`config.mk`:
```
export PLATFORM = sky130hd
export DESIGN_NAME = source_text_tokenizer
export DESIGN_NICKNAME = d
export VERILOG_FILES = /design/src/stt_pkg.sv /design/src/stt_front.sv /design/src/stt_queue.sv /design/src/stt_back.sv /design/src/source_text_tokenizer.sv
export SDC_FILE = /design/constraint.sdc
export NUM_CORES = 1
export LEC_CHECK = 0
export ABC_AREA = 1
export BUFFER_PORTS_ARGS = -buffer_cell sky130_fd_sc_hd__buf_4
export CAP_MARGIN = 15
export CORE_MARGIN = 3
export CORE_UTILIZATION = 24
export DETAILED_ROUTE_END_ITERATION = 12
export MAX_ROUTING_LAYER = met4
export PLACE_DENSITY = 0.43
export SETUP_SLACK_MARGIN = 0.1
export SYNTH_ARGS = -nofsm -noshare
export SYNTH_HDL_FRONTEND = slang
export SYNTH_SLANG_ARGS = --single-unit
```
`constraint.sdc`:
```
create_clock -name clk -period 14 [get_ports clk]
set_input_delay 1.4 -clock clk [delete_from_list [all_inputs] [get_ports clk]]
set_output_delay 1.4 -clock clk [all_outputs]
set_load 0.1 [all_outputs]
```
`src/stt_pkg.sv`:
```
// Shared types, codes and character helpers for the source text tokenizer.
package stt_pkg;

  // Text offsets saturate at the smaller of MAX_TEXT-1 and the 16-bit limit
  localparam int MAX_TEXT = 65536;
  localparam logic [15:0] OFFSET_CAP =
    (MAX_TEXT - 1 > 65535) ? 16'hFFFF : 16'(MAX_TEXT - 1);
  localparam logic [15:0] LEN_CAP   = 16'hFFFF;
  localparam logic [62:0] VALUE_MAX = {63{1'b1}};

  // Scanner modes
  localparam logic [2:0] M_IDLE    = 3'd0;
  localparam logic [2:0] M_NUMBER  = 3'd1;
  localparam logic [2:0] M_IDENT   = 3'd2;
  localparam logic [2:0] M_STRING  = 3'd3;
  localparam logic [2:0] M_VARNAME = 3'd4;
  localparam logic [2:0] M_HALT    = 3'd5;

  // Token kinds
  localparam logic [4:0] K_NEWLINE = 5'd0;
  localparam logic [4:0] K_COLON   = 5'd1;
  localparam logic [4:0] K_COMMA   = 5'd2;
  localparam logic [4:0] K_EQUAL   = 5'd3;
  localparam logic [4:0] K_PLUS    = 5'd4;
  localparam logic [4:0] K_MINUS   = 5'd5;
  localparam logic [4:0] K_SLASH   = 5'd6;
  localparam logic [4:0] K_STAR    = 5'd7;
  localparam logic [4:0] K_LPAREN  = 5'd8;
  localparam logic [4:0] K_RPAREN  = 5'd9;
  localparam logic [4:0] K_LBRACK  = 5'd10;
  localparam logic [4:0] K_RBRACK  = 5'd11;
  localparam logic [4:0] K_LBRACE  = 5'd12;
  localparam logic [4:0] K_RBRACE  = 5'd13;
  localparam logic [4:0] K_BANG    = 5'd14;
  localparam logic [4:0] K_NUMBER  = 5'd15;
  localparam logic [4:0] K_UQWORD  = 5'd16;
  localparam logic [4:0] K_RETURN  = 5'd17;
  localparam logic [4:0] K_IDENT   = 5'd18;
  localparam logic [4:0] K_STRING  = 5'd19;
  localparam logic [4:0] K_VARNAME = 5'd20;
  localparam logic [4:0] K_END     = 5'd21;
  localparam logic [4:0] K_BADCHAR = 5'd22;
  localparam logic [4:0] K_UNTERM  = 5'd23;

  // Characters with a role of their own
  localparam logic [7:0] CH_NUL     = 8'h00;
  localparam logic [7:0] CH_SPACE   = 8'h20;
  localparam logic [7:0] CH_QUOTE   = 8'h22;
  localparam logic [7:0] CH_DOLLAR  = 8'h24;
  localparam logic [7:0] CH_PERCENT = 8'h25;

  // Token queue between scanner and emitter
  localparam int Q_DEPTH = 4;
  localparam int Q_AW    = $clog2(Q_DEPTH);

  typedef struct packed {
    logic [4:0]  kind;
    logic [15:0] start;
    logic [15:0] length;
  } tok_t;

  // One queue entry holds everything one byte produces: a flushed token
  // (the only one that can carry a value) and a terminal token.
  typedef struct packed {
    logic        a_v;
    tok_t        a;
    logic [62:0] a_value;
    logic        b_v;
    tok_t        b;
  } stt_entry_t;

  function automatic logic is_alpha(input logic [7:0] b);
    return (b >= 8'h61 && b <= 8'h7A) || (b >= 8'h41 && b <= 8'h5A) || b == 8'h5F;
  endfunction

  function automatic logic is_digit(input logic [7:0] b);
    return b >= 8'h30 && b <= 8'h39;
  endfunction

  function automatic logic [15:0] inc_sat(input logic [15:0] v, input logic [15:0] cap);
    return (v >= cap) ? cap : v + 16'd1;
  endfunction

  // Letters of "uqword" and "return" by position
  function automatic logic [7:0] uq_char(input logic [2:0] pos);
    logic [7:0] c;
    unique case (pos)
      3'd0:    c = 8'h75; // u
      3'd1:    c = 8'h71; // q
      3'd2:    c = 8'h77; // w
      3'd3:    c = 8'h6F; // o
      3'd4:    c = 8'h72; // r
      3'd5:    c = 8'h64; // d
      default: c = 8'h00;
    endcase
    return c;
  endfunction

  function automatic logic [7:0] ret_char(input logic [2:0] pos);
    logic [7:0] c;
    unique case (pos)
      3'd0:    c = 8'h72; // r
      3'd1:    c = 8'h65; // e
      3'd2:    c = 8'h74; // t
      3'd3:    c = 8'h75; // u
      3'd4:    c = 8'h72; // r
      3'd5:    c = 8'h6E; // n
      default: c = 8'h00;
    endcase
    return c;
  endfunction

  // Punctuation table: {found, kind}
  function automatic logic [5:0] punct_lookup(input logic [7:0] b);
    logic [5:0] r;
    unique case (b)
      8'h0A:   r = {1'b1, K_NEWLINE};
      8'h3A:   r = {1'b1, K_COLON};
      8'h2C:   r = {1'b1, K_COMMA};
      8'h3D:   r = {1'b1, K_EQUAL};
      8'h2B:   r = {1'b1, K_PLUS};
      8'h2D:   r = {1'b1, K_MINUS};
      8'h2F:   r = {1'b1, K_SLASH};
      8'h2A:   r = {1'b1, K_STAR};
      8'h28:   r = {1'b1, K_LPAREN};
      8'h29:   r = {1'b1, K_RPAREN};
      8'h5B:   r = {1'b1, K_LBRACK};
      8'h5D:   r = {1'b1, K_RBRACK};
      8'h7B:   r = {1'b1, K_LBRACE};
      8'h7D:   r = {1'b1, K_RBRACE};
      8'h21:   r = {1'b1, K_BANG};
      default: r = {1'b0, K_BADCHAR};
    endcase
    return r;
  endfunction

endpackage

```
`src/stt_front.sv`:
```
// Scanner: classifies each byte, tracks the pending token, builds queue entries.
module stt_front (
  input  logic                clk,
  input  logic                rst_n,
  input  logic                take,
  input  logic [7:0]          text_byte,
  output logic                enq,
  output stt_pkg::stt_entry_t ent
);
  import stt_pkg::*;

  logic [2:0]  mode_r,  mode_nxt;
  logic [15:0] offset_r, offset_nxt;
  logic [15:0] pstart_r, pstart_nxt;
  logic [15:0] plen_r,  plen_nxt;
  logic [62:0] acc_r,   acc_nxt;
  logic [1:0]  kw_r,    kw_nxt;

  logic        handled;
  logic        stop;
  logic        at_end;
  logic [5:0]  pl;
  logic [66:0] prod;
  logic [2:0]  kpos;
  logic        alpha;
  logic        digit;

  assign alpha = is_alpha(text_byte);
  assign digit = is_digit(text_byte);
  assign pl    = punct_lookup(text_byte);
  assign kpos  = plen_r[2:0];

  // acc*10 + digit; saturates when the result passes the largest value
  assign prod = ({4'd0, acc_r} << 3) + ({4'd0, acc_r} << 1) + {63'd0, text_byte[3:0]};

  // Next-state and token build
  always_comb begin
    mode_nxt   = mode_r;
    offset_nxt = offset_r;
    pstart_nxt = pstart_r;
    plen_nxt   = plen_r;
    acc_nxt    = acc_r;
    kw_nxt     = kw_r;
    ent        = '0;
    handled    = 1'b0;
    stop       = 1'b0;
    at_end     = 1'b0;

    if (take && mode_r != M_HALT) begin
      // continue or flush the pending token
      if (mode_r == M_STRING) begin
        handled = 1'b1;
        if (text_byte == CH_NUL) begin
          ent.a_v  = 1'b1;
          ent.a    = '{kind: K_UNTERM, start: pstart_r, length: plen_r};
          mode_nxt = M_HALT;
          stop     = 1'b1;
        end else if (text_byte == CH_QUOTE) begin
          ent.a_v  = 1'b1;
          ent.a    = '{kind: K_STRING, start: pstart_r, length: plen_r};
          mode_nxt = M_IDLE;
        end else begin
          plen_nxt = inc_sat(plen_r, LEN_CAP);
        end
      end else if (mode_r == M_NUMBER) begin
        if (digit) begin
          acc_nxt  = (prod > {4'd0, VALUE_MAX}) ? VALUE_MAX : prod[62:0];
          plen_nxt = inc_sat(plen_r, LEN_CAP);
          handled  = 1'b1;
        end else begin
          ent.a_v     = 1'b1;
          ent.a       = '{kind: K_NUMBER, start: pstart_r, length: plen_r};
          ent.a_value = acc_r;
          mode_nxt    = M_IDLE;
        end
      end else if (mode_r == M_IDENT) begin
        if (alpha || digit) begin
          if (plen_r >= 16'd6) begin
            kw_nxt = 2'b00;
          end else begin
            kw_nxt = kw_r & {text_byte == ret_char(kpos), text_byte == uq_char(kpos)};
          end
          plen_nxt = inc_sat(plen_r, LEN_CAP);
          handled  = 1'b1;
        end else begin
          ent.a_v = 1'b1;
          ent.a   = '{kind: K_IDENT, start: pstart_r, length: plen_r};
          if (plen_r == 16'd6) begin
            if (kw_r[0]) begin
              ent.a.kind = K_UQWORD;
            end else if (kw_r[1]) begin
              ent.a.kind = K_RETURN;
            end
          end
          mode_nxt = M_IDLE;
        end
      end else if (mode_r == M_VARNAME) begin
        if (alpha || (digit && plen_r != 16'd0)) begin
          plen_nxt = inc_sat(plen_r, LEN_CAP);
          handled  = 1'b1;
        end else begin
          ent.a_v  = 1'b1;
          ent.a    = '{kind: K_VARNAME, start: pstart_r, length: plen_r};
          mode_nxt = M_IDLE;
        end
      end

      // byte starts something new or stands alone
      if (!handled) begin
        if (text_byte == CH_NUL) begin
          ent.b_v  = 1'b1;
          ent.b    = '{kind: K_END, start: offset_r, length: 16'd0};
          mode_nxt = M_IDLE;
          at_end   = 1'b1;
        end else if (text_byte == CH_SPACE) begin
          // skipped
        end else if (text_byte == CH_DOLLAR) begin
          mode_nxt   = M_NUMBER;
          pstart_nxt = inc_sat(offset_r, OFFSET_CAP);
          plen_nxt   = 16'd0;
          acc_nxt    = '0;
        end else if (alpha) begin
          mode_nxt   = M_IDENT;
          pstart_nxt = offset_r;
          plen_nxt   = 16'd1;
          kw_nxt     = {text_byte == ret_char(3'd0), text_byte == uq_char(3'd0)};
        end else if (text_byte == CH_QUOTE) begin
          mode_nxt   = M_STRING;
          pstart_nxt = inc_sat(offset_r, OFFSET_CAP);
          plen_nxt   = 16'd0;
        end else if (text_byte == CH_PERCENT) begin
          mode_nxt   = M_VARNAME;
          pstart_nxt = inc_sat(offset_r, OFFSET_CAP);
          plen_nxt   = 16'd0;
        end else if (pl[5]) begin
          ent.b_v = 1'b1;
          ent.b   = '{kind: pl[4:0], start: offset_r, length: 16'd1};
        end else begin
          ent.b_v  = 1'b1;
          ent.b    = '{kind: K_BADCHAR, start: offset_r, length: 16'd1};
          mode_nxt = M_HALT;
        end
      end

      // offset: restarts after end of text, frozen on an unterminated string
      if (at_end) begin
        offset_nxt = 16'd0;
      end else if (!stop) begin
        offset_nxt = inc_sat(offset_r, OFFSET_CAP);
      end
    end
  end

  assign enq = ent.a_v || ent.b_v;

  // Scanner state
  always_ff @(posedge clk) begin
    if (!rst_n) begin
      mode_r   <= M_IDLE;
      offset_r <= '0;
      pstart_r <= '0;
      plen_r   <= '0;
      acc_r    <= '0;
      kw_r     <= 2'b11;
    end else begin
      mode_r   <= mode_nxt;
      offset_r <= offset_nxt;
      pstart_r <= pstart_nxt;
      plen_r   <= plen_nxt;
      acc_r    <= acc_nxt;
      kw_r     <= kw_nxt;
    end
  end

endmodule

```
`src/stt_queue.sv`:
```
// Short entry queue between scanner and emitter.
module stt_queue (
  input  logic                clk,
  input  logic                rst_n,
  input  logic                enq,
  input  stt_pkg::stt_entry_t wdata,
  input  logic                deq,
  output stt_pkg::stt_entry_t head,
  output logic                empty,
  output logic                full
);
  import stt_pkg::*;

  stt_entry_t          slot_r [Q_DEPTH];
  logic [Q_AW-1:0]     wr_r;
  logic [Q_AW-1:0]     rd_r;
  logic [Q_AW:0]       cnt_r;
  logic                do_enq;
  logic                do_deq;

  assign empty  = (cnt_r == '0);
  assign full   = (cnt_r == (Q_AW+1)'(Q_DEPTH));
  assign do_enq = enq && !full;
  assign do_deq = deq && !empty;
  assign head   = slot_r[rd_r];

  // Entry storage
  always_ff @(posedge clk) begin
    if (do_enq) begin
      slot_r[wr_r] <= wdata;
    end
  end

  // Pointers and fill count
  always_ff @(posedge clk) begin
    if (!rst_n) begin
      wr_r  <= '0;
      rd_r  <= '0;
      cnt_r <= '0;
    end else begin
      if (do_enq) begin
        wr_r <= wr_r + 1'b1;
      end
      if (do_deq) begin
        rd_r <= rd_r + 1'b1;
      end
      if (do_enq && !do_deq) begin
        cnt_r <= cnt_r + 1'b1;
      end else if (do_deq && !do_enq) begin
        cnt_r <= cnt_r - 1'b1;
      end
    end
  end

endmodule

```
`src/stt_back.sv`:
```
// Emitter: delivers the one or two tokens of each queue entry in order.
module stt_back (
  input  logic                clk,
  input  logic                rst_n,
  input  stt_pkg::stt_entry_t head,
  input  logic                q_empty,
  input  logic                pop,
  output logic                deq,
  output logic [4:0]          token_kind,
  output logic [15:0]         token_start,
  output logic [15:0]         token_length,
  output logic [62:0]         number_value,
  output logic                last_of_run
);
  import stt_pkg::*;

  logic first_done_r;
  logic show_a;
  logic beat;

  // flushed token first, then the terminal token
  assign show_a = head.a_v && !first_done_r;
  assign beat   = pop && !q_empty;
  assign deq    = beat && !(show_a && head.b_v);

  assign token_kind   = show_a ? head.a.kind   : head.b.kind;
  assign token_start  = show_a ? head.a.start  : head.b.start;
  assign token_length = show_a ? head.a.length : head.b.length;
  assign number_value = show_a ? head.a_value  : '0;
  assign last_of_run  = show_a ? !head.b_v     : 1'b1;

  // Tracks that the first of two tokens has gone out
  always_ff @(posedge clk) begin
    if (!rst_n) begin
      first_done_r <= 1'b0;
    end else if (beat) begin
      first_done_r <= show_a && head.b_v;
    end
  end

endmodule

```
`src/source_text_tokenizer.sv`:
```
// A token reaches the result ports once the queue entry that its byte wrote is at the head.
// Throughput: one byte per cycle while full is low; a byte that yields a flushed token plus its own
// token delivers them on separate result beats, and the four-entry token queue absorbs the burst.
// Reset: synchronous active-low rst_n clears scanner state, offsets and the queue;
// after an error token the block takes bytes but emits nothing until reset.
module source_text_tokenizer (
  input  logic        clk,
  input  logic        rst_n,
  input  logic        push,
  output logic        full,
  input  logic [7:0]  in_text_byte,
  output logic        empty,
  input  logic        pop,
  output logic [4:0]  out_token_kind,
  output logic [15:0] out_token_start,
  output logic [15:0] out_token_length,
  output logic [62:0] out_number_value,
  output logic        out_last_of_run
);
  import stt_pkg::*;

  stt_entry_t ent;
  stt_entry_t head;
  logic       enq;
  logic       deq;
  logic       q_full;
  logic       q_empty;
  logic       take;

  assign take  = push && !q_full;
  assign full  = q_full;
  assign empty = q_empty;

  stt_front u_front (
    .clk       (clk),
    .rst_n     (rst_n),
    .take      (take),
    .text_byte (in_text_byte),
    .enq       (enq),
    .ent       (ent)
  );

  stt_queue u_queue (
    .clk   (clk),
    .rst_n (rst_n),
    .enq   (enq),
    .wdata (ent),
    .deq   (deq),
    .head  (head),
    .empty (q_empty),
    .full  (q_full)
  );

  stt_back u_back (
    .clk          (clk),
    .rst_n        (rst_n),
    .head         (head),
    .q_empty      (q_empty),
    .pop          (pop),
    .deq          (deq),
    .token_kind   (out_token_kind),
    .token_start  (out_token_start),
    .token_length (out_token_length),
    .number_value (out_number_value),
    .last_of_run  (out_last_of_run)
  );

endmodule

```
Yosys cells after proc, flatten, opt, wreduce, memory -nomap -nowiden --
Memories as Yosys holds them, arrays and structs flattened. A register that Yosys moved wholly into a read port is not among the register bits. Index checks and enable logic that the tools add are counted.
Operators by class: add/sub/neg operators 8, $lt $le $gt $ge 10, equal/unequal tests 37, mux-type cells 121, bitwise gates (word level) 4, reduce and logical (&&, ||, !) cells 35
Operators with widths (count):
- two-way mux 63 bit | 11
- two-way mux 38 bit | 15
- two-way mux 16 bit | 26
- two-way mux 139 bit | 1
- equality test 8 x 6 -> 1 bit, second input constant | 14
- two-way mux 101 bit | 1
- two-way mux 8 bit | 12
- case mux 6 bit (15 select lines) | 1
- adder 66 x 64 -> 67 bit | 1
- adder 67 x 4 -> 67 bit | 1
- > comparator 67 x 63 -> 1 bit, second input constant | 1
- two-way mux 3 bit | 19
- equality test 8 x 7 -> 1 bit, second input constant | 7
- case mux 7 bit (6 select lines) | 1
- two-way mux 37 bit | 1
- case mux 7 bit (5 select lines) | 1
- adder 16 x 1 -> 16 bit, second input constant | 2
- greater-or-equal comparator 16 bit, second input constant | 2
- two-way mux 2 bit | 13
- equality test 16 x 3 -> 1 bit, second input constant | 1
- equality test 8 bit | 2
- greater-or-equal comparator 16 x 3 -> 1 bit, second input constant | 1
- greater-or-equal comparator 8 x 7 -> 1 bit, second input constant | 2
- less-or-equal comparator 8 x 7 -> 1 bit, second input constant | 2
- other kinds (26) | 77
Word-level totals: register bits 124, RAM bits 556, input port bits 12, output and inout port bits 103, logic and storage cells 226, memories 1
Memory list:
- u_queue.slot_r | depth 4, bits a word 139, read ports 1, clocked after memory_dff 1, write ports 1, RTL line stt_queue.sv:14 | stt_entry_t slot_r [Q_DEPTH];

Longest topological paths before layout --
word-level depth 22, mapped depth 22, mapped depth without buffers 21

By module --
From an unflattened synthesis, not the netlist that was laid out.
Second synthesis, totals: cells, all modules 4663, area total of the unflattened synthesis 38155.3 µm²
By module, submodules not included:
- stt_queue | instances 1, cells an instance 1414, area an instance 21116.5 µm², sequential area each 16876.2 µm²
- stt_front | instances 1, cells an instance 2979, area an instance 15833.9 µm², sequential area each 2322.2 µm²
- stt_back | instances 1, cells an instance 268, area an instance 1194.9 µm², sequential area each 20.0 µm²
- source_text_tokenizer | instances 1, cells an instance 2, area an instance 10.0 µm², sequential area each 0.0 µm²

Least setup slack after synthesis --
Ideal clock, no wire load.
kind in2reg, start in in_text_byte[3], end mem u_queue.slot_r[0][0] in the netlist's numbering (enable), arrival 8083 ps, required time 13391 ps, slack 5308 ps, stages 12, buffers on the path 1, path through buf_4 -> nor2_2 -> nand2_1 -> nor2_2 -> nand2_1 -> nor2_2 -> nor2_1 -> nand2_1 -> nand2_1 -> a31oi_1 -> nor2_1 -> nor2_1
RTL lines:
- from (decl) | RTL line source_text_tokenizer.sv:11 | input logic [7:0] in_text_byte,
- to (decl) | RTL line stt_queue.sv:14

==> run_results.csv <==
group,metric,value,unit
worst_setup_path,critical-path-slowest-cell,"buf_4",
power_and_ir_drop,p_per_area,192.9,nW/um2
worst_setup_path,path_max_fanout,157,
finish,fin_cells,6134,
sta,totalNegativeSetupSlack,0,ns
power_and_ir_drop,p_leak,0.01522,uW
synth,synthTopCellsByCount,"nor2_1 (826), nand2_1 (771), edfxtp_1 (496)",
sta,finalMaxSlewViolations,0,
global_route,maximum_number_of_pins_on_one_net_before_global_route_repair,158,
finish,syn2layout_area_growth,15.69,%
drt,vias,28040,
synth,synth_enable_flop_cells,496,
clock_tree,clk_pin_slew_worst_paths,0.05,ns
drt,drt_drc_violations_left,0,
placement,place_inst,5990,
floorplan,die_y,382.8,um
synth,syn_inst,4151,
outcome,outcome,"finished, final reports clean",
floorplan,core_area,140200,um2
worst_setup_path,critical_path.endpoint_type,"primary output",
worst_setup_path,timing.critical_path.slowest_cell_delay,0.63,ns
power_and_ir_drop,power.ir.vdd_worst,0.3175,mV
synth,post_synthesis_cell_type_with_the_largest_combined_area,"edfxtp_1",
sta,finalHoldViolCount,0,
drt,route.detailed.wl_per_inst,18.23,um
clock_tree,cts_setup_buffers,0,
clock_tree,cts.root.buffer_cell,"clkbuf_16",
worst_setup_path,path_common_cell,"buf_4",
synth,post_synth_num_cell_types,49,
synth,syn-cell-area,34070,um2
global_route,wire_length_of_the_first_global_routing_pass,169900,um
synth,synth_seq_area_share,0.5112,
sta,min_period_over_period,0.4255,
synth,synth.net_count,4302,
drt,viasPerCell,4.571,
floorplan,die_area,146500,um2
placement,port-buffer-count,114,
worst_setup_path,worstSetupPathType,"flip-flop to primary output",
clock_tree,cts_inserted_buffers,79,
drt,drt.antenna.violating_nets,0,
clock_tree,post_cts_resize_count,0,
placement,routabilityCongestion,0.9184,
drt,drt_first_iter_violations,1830,
floorplan,start_util,0.2430,
global_route,first_global_vias,27430,
sta,setup-violations-final,0,
placement,dp.final_hpwl,72550,um
global_route,grt_antenna_before_repair,1,
clock_tree,cts_max_path_buffers,3,
global_route,track_usage,0.1535,
sta,worst_clock_skew,0.02872,ns
worst_setup_path,setup.worst_path.start_class,"flip-flop",
sta,final_period_minus_worst_setup_slack,5.957,ns
global_route,global_route.overflow_total,0,
synth,yosys_register_bits,622,
clock_tree,cts_tree,"built",
flow_run,drv.max_cap_violation_count,0,
synth,ys.flop_type,"edfxtp_1",
drt,wirelength,111800,um
synth,synth_top_area_share,0.4372,
synth,asyncSetResetFlopFracSynth,0,
sta,slew-limit-headroom,0.2702,
drt,initial_drt_pass_iterations,5,
clock_tree,clock_latency,0.66,ns
clock_tree,cts.hold.buffers_added,0,
sta,fmaxAchievable,167.9,MHz
sta,rsz_0062_raised_after_global_routing,"false",
sta,transition_time_at_the_pin_with_the_least_slew_margin,1.091,ns
clock_tree,ctsHtreeMaxLevel,3,
synth,synthesis.area_per_instance,8.207,um2
hold_path,timing.hold.worst.class,"flip-flop to flip-flop",
worst_setup_path,cp_data_required_time,12.60,ns
clock_tree,cts_num_sinks,622,
synth,synth_most_common_cell,"nor2_1",
worst_setup_path,crit_path_cell_trace,"buf_12, o21ai_0, o22ai_1, inv_1, nor2_4, clkinv_2, buf_4, a21oi_1, buf_4",
floorplan,fp-row-count,137,
finish,final_net_count,4346,
floorplan,io-pin-count,115,
synth,netlist_top_cells_area,"edfxtp_1 (44%), nor2_1 (9.1%), nand2_1 (8.5%)",
finish,layout_cell_share_with_drive_strength_beyond_1,0.07306,
synth,yosys_warnings,0,
finish,final_core_util,0.2811,
worst_setup_path,critical_path_data_arrival_time,4.56,ns
floorplan,die_w,382.8,um
-- through the flow --
stage	area [um2]	power (uW)	hold WS [ns]	setup slack, ns
floorplan	34070	4824	0.4308	5.308
global placement	36870	5702	0.4458	8.038
detailed placement	36870	5708	0.4484	7.938
CTS	39410	7751	0.4582	7.894
global route	39410	7997	0.4765	7.789
finish	39410	7603	0.4580	8.043
-- sequential cells by signal, indices dropped and copies added, names as in the netlist, named ones only --
name and flops:
u_front.acc_r 63, u_queue.wr_r 2, u_front.pstart_r 16, u_queue.slot_r 496
u_front.mode_r 3, u_queue.cnt_r 3, u_queue.rd_r 2, u_front.kw_r 2
u_back.first_done_r 1, u_front.plen_r 16, u_front.offset_r 16
-- layout make-up --
type	count	area, um2
inverters	406	1533
repair buffers	145	1139
clock inverters	47	485.5
fillers	15260	100800
clock buffers	96	2051
flip-flops and latches	622	17420
well taps	1876	2347
diodes	1	2.502
multi-input cells	2941	14430
-- worst max-delay path, delay by kind of cell (launching register included) --
family | cells | cell delay, ns
buffers and inverters | 5 | 2.06
AO/OA/AOI/OAI | 3 | 0.78
flip-flops | 1 | 0.58
AND/OR/NAND/NOR | 1 | 0.10
-- path summary, 6_finish.rpt --
| path | from | endpoint | slack, ns | cells after the start |
|---|---|---|---|---|
| hold reg to reg | u_queue.rd_r[1] | flip-flop | 0.46 | 2 |
| setup / recovery | flip-flop | out_token_length[11] | 8.04 | 9 |
| hold / removal | u_queue.rd_r[1] | flip-flop | 0.46 | 2 |
| setup reg to reg | u_front.plen_r[1] | u_queue.slot_r[1][66] | 9.14 | 14 |
-- where the power goes --
part	switching [uW]	internal [uW]
Sequential	107	2300
Clock	823	1180
Combinational	2610	579
-- metal layers --
metal,global-route usage,vias to the layer above,share of wire
met5,-,-,0
met4,0.04142,0,0.026
met3,0.02496,165,0.044
met2,0.2478,522,0.46
met1,0.1995,13360,0.47
li1,-,13990,-
-- cells by family after synthesis --
logic type | count (synthesis) | synth area share
compound gates | 885 | 0.1358
flops | 622 | 0.5112
buf+inv | 588 | 0.06724
fa+ha+maj | 139 | 0.05171
simple gates | 1861 | 0.2197
xor+xnor | 56 | 0.01440
-- placed cells by master, fill, tap and decap left out, types with 9 or more instances in the layout --
cell / instances
nor2_1: 818
nand2_1: 771
edfxtp_1: 496
a21oi_1: 399
inv_1: 385
o21ai_0: 372
nand3_1: 165
buf_4: 141
ha_1: 136
dfxtp_1: 124
clkbuf_16: 79
o22ai_1: 34
nor3_1: 33
xnor2_1: 29
xor2_1: 27
a31oi_1: 26
clkinv_1: 22
o21bai_1: 18
a22oi_1: 17
clkbuf_1: 16
nand4_1: 13
inv_2: 12
nor2_4: 10
nand3b_1: 10
clkinv_2: 9
Note: power is estimated with default switching activity, not from simulation.
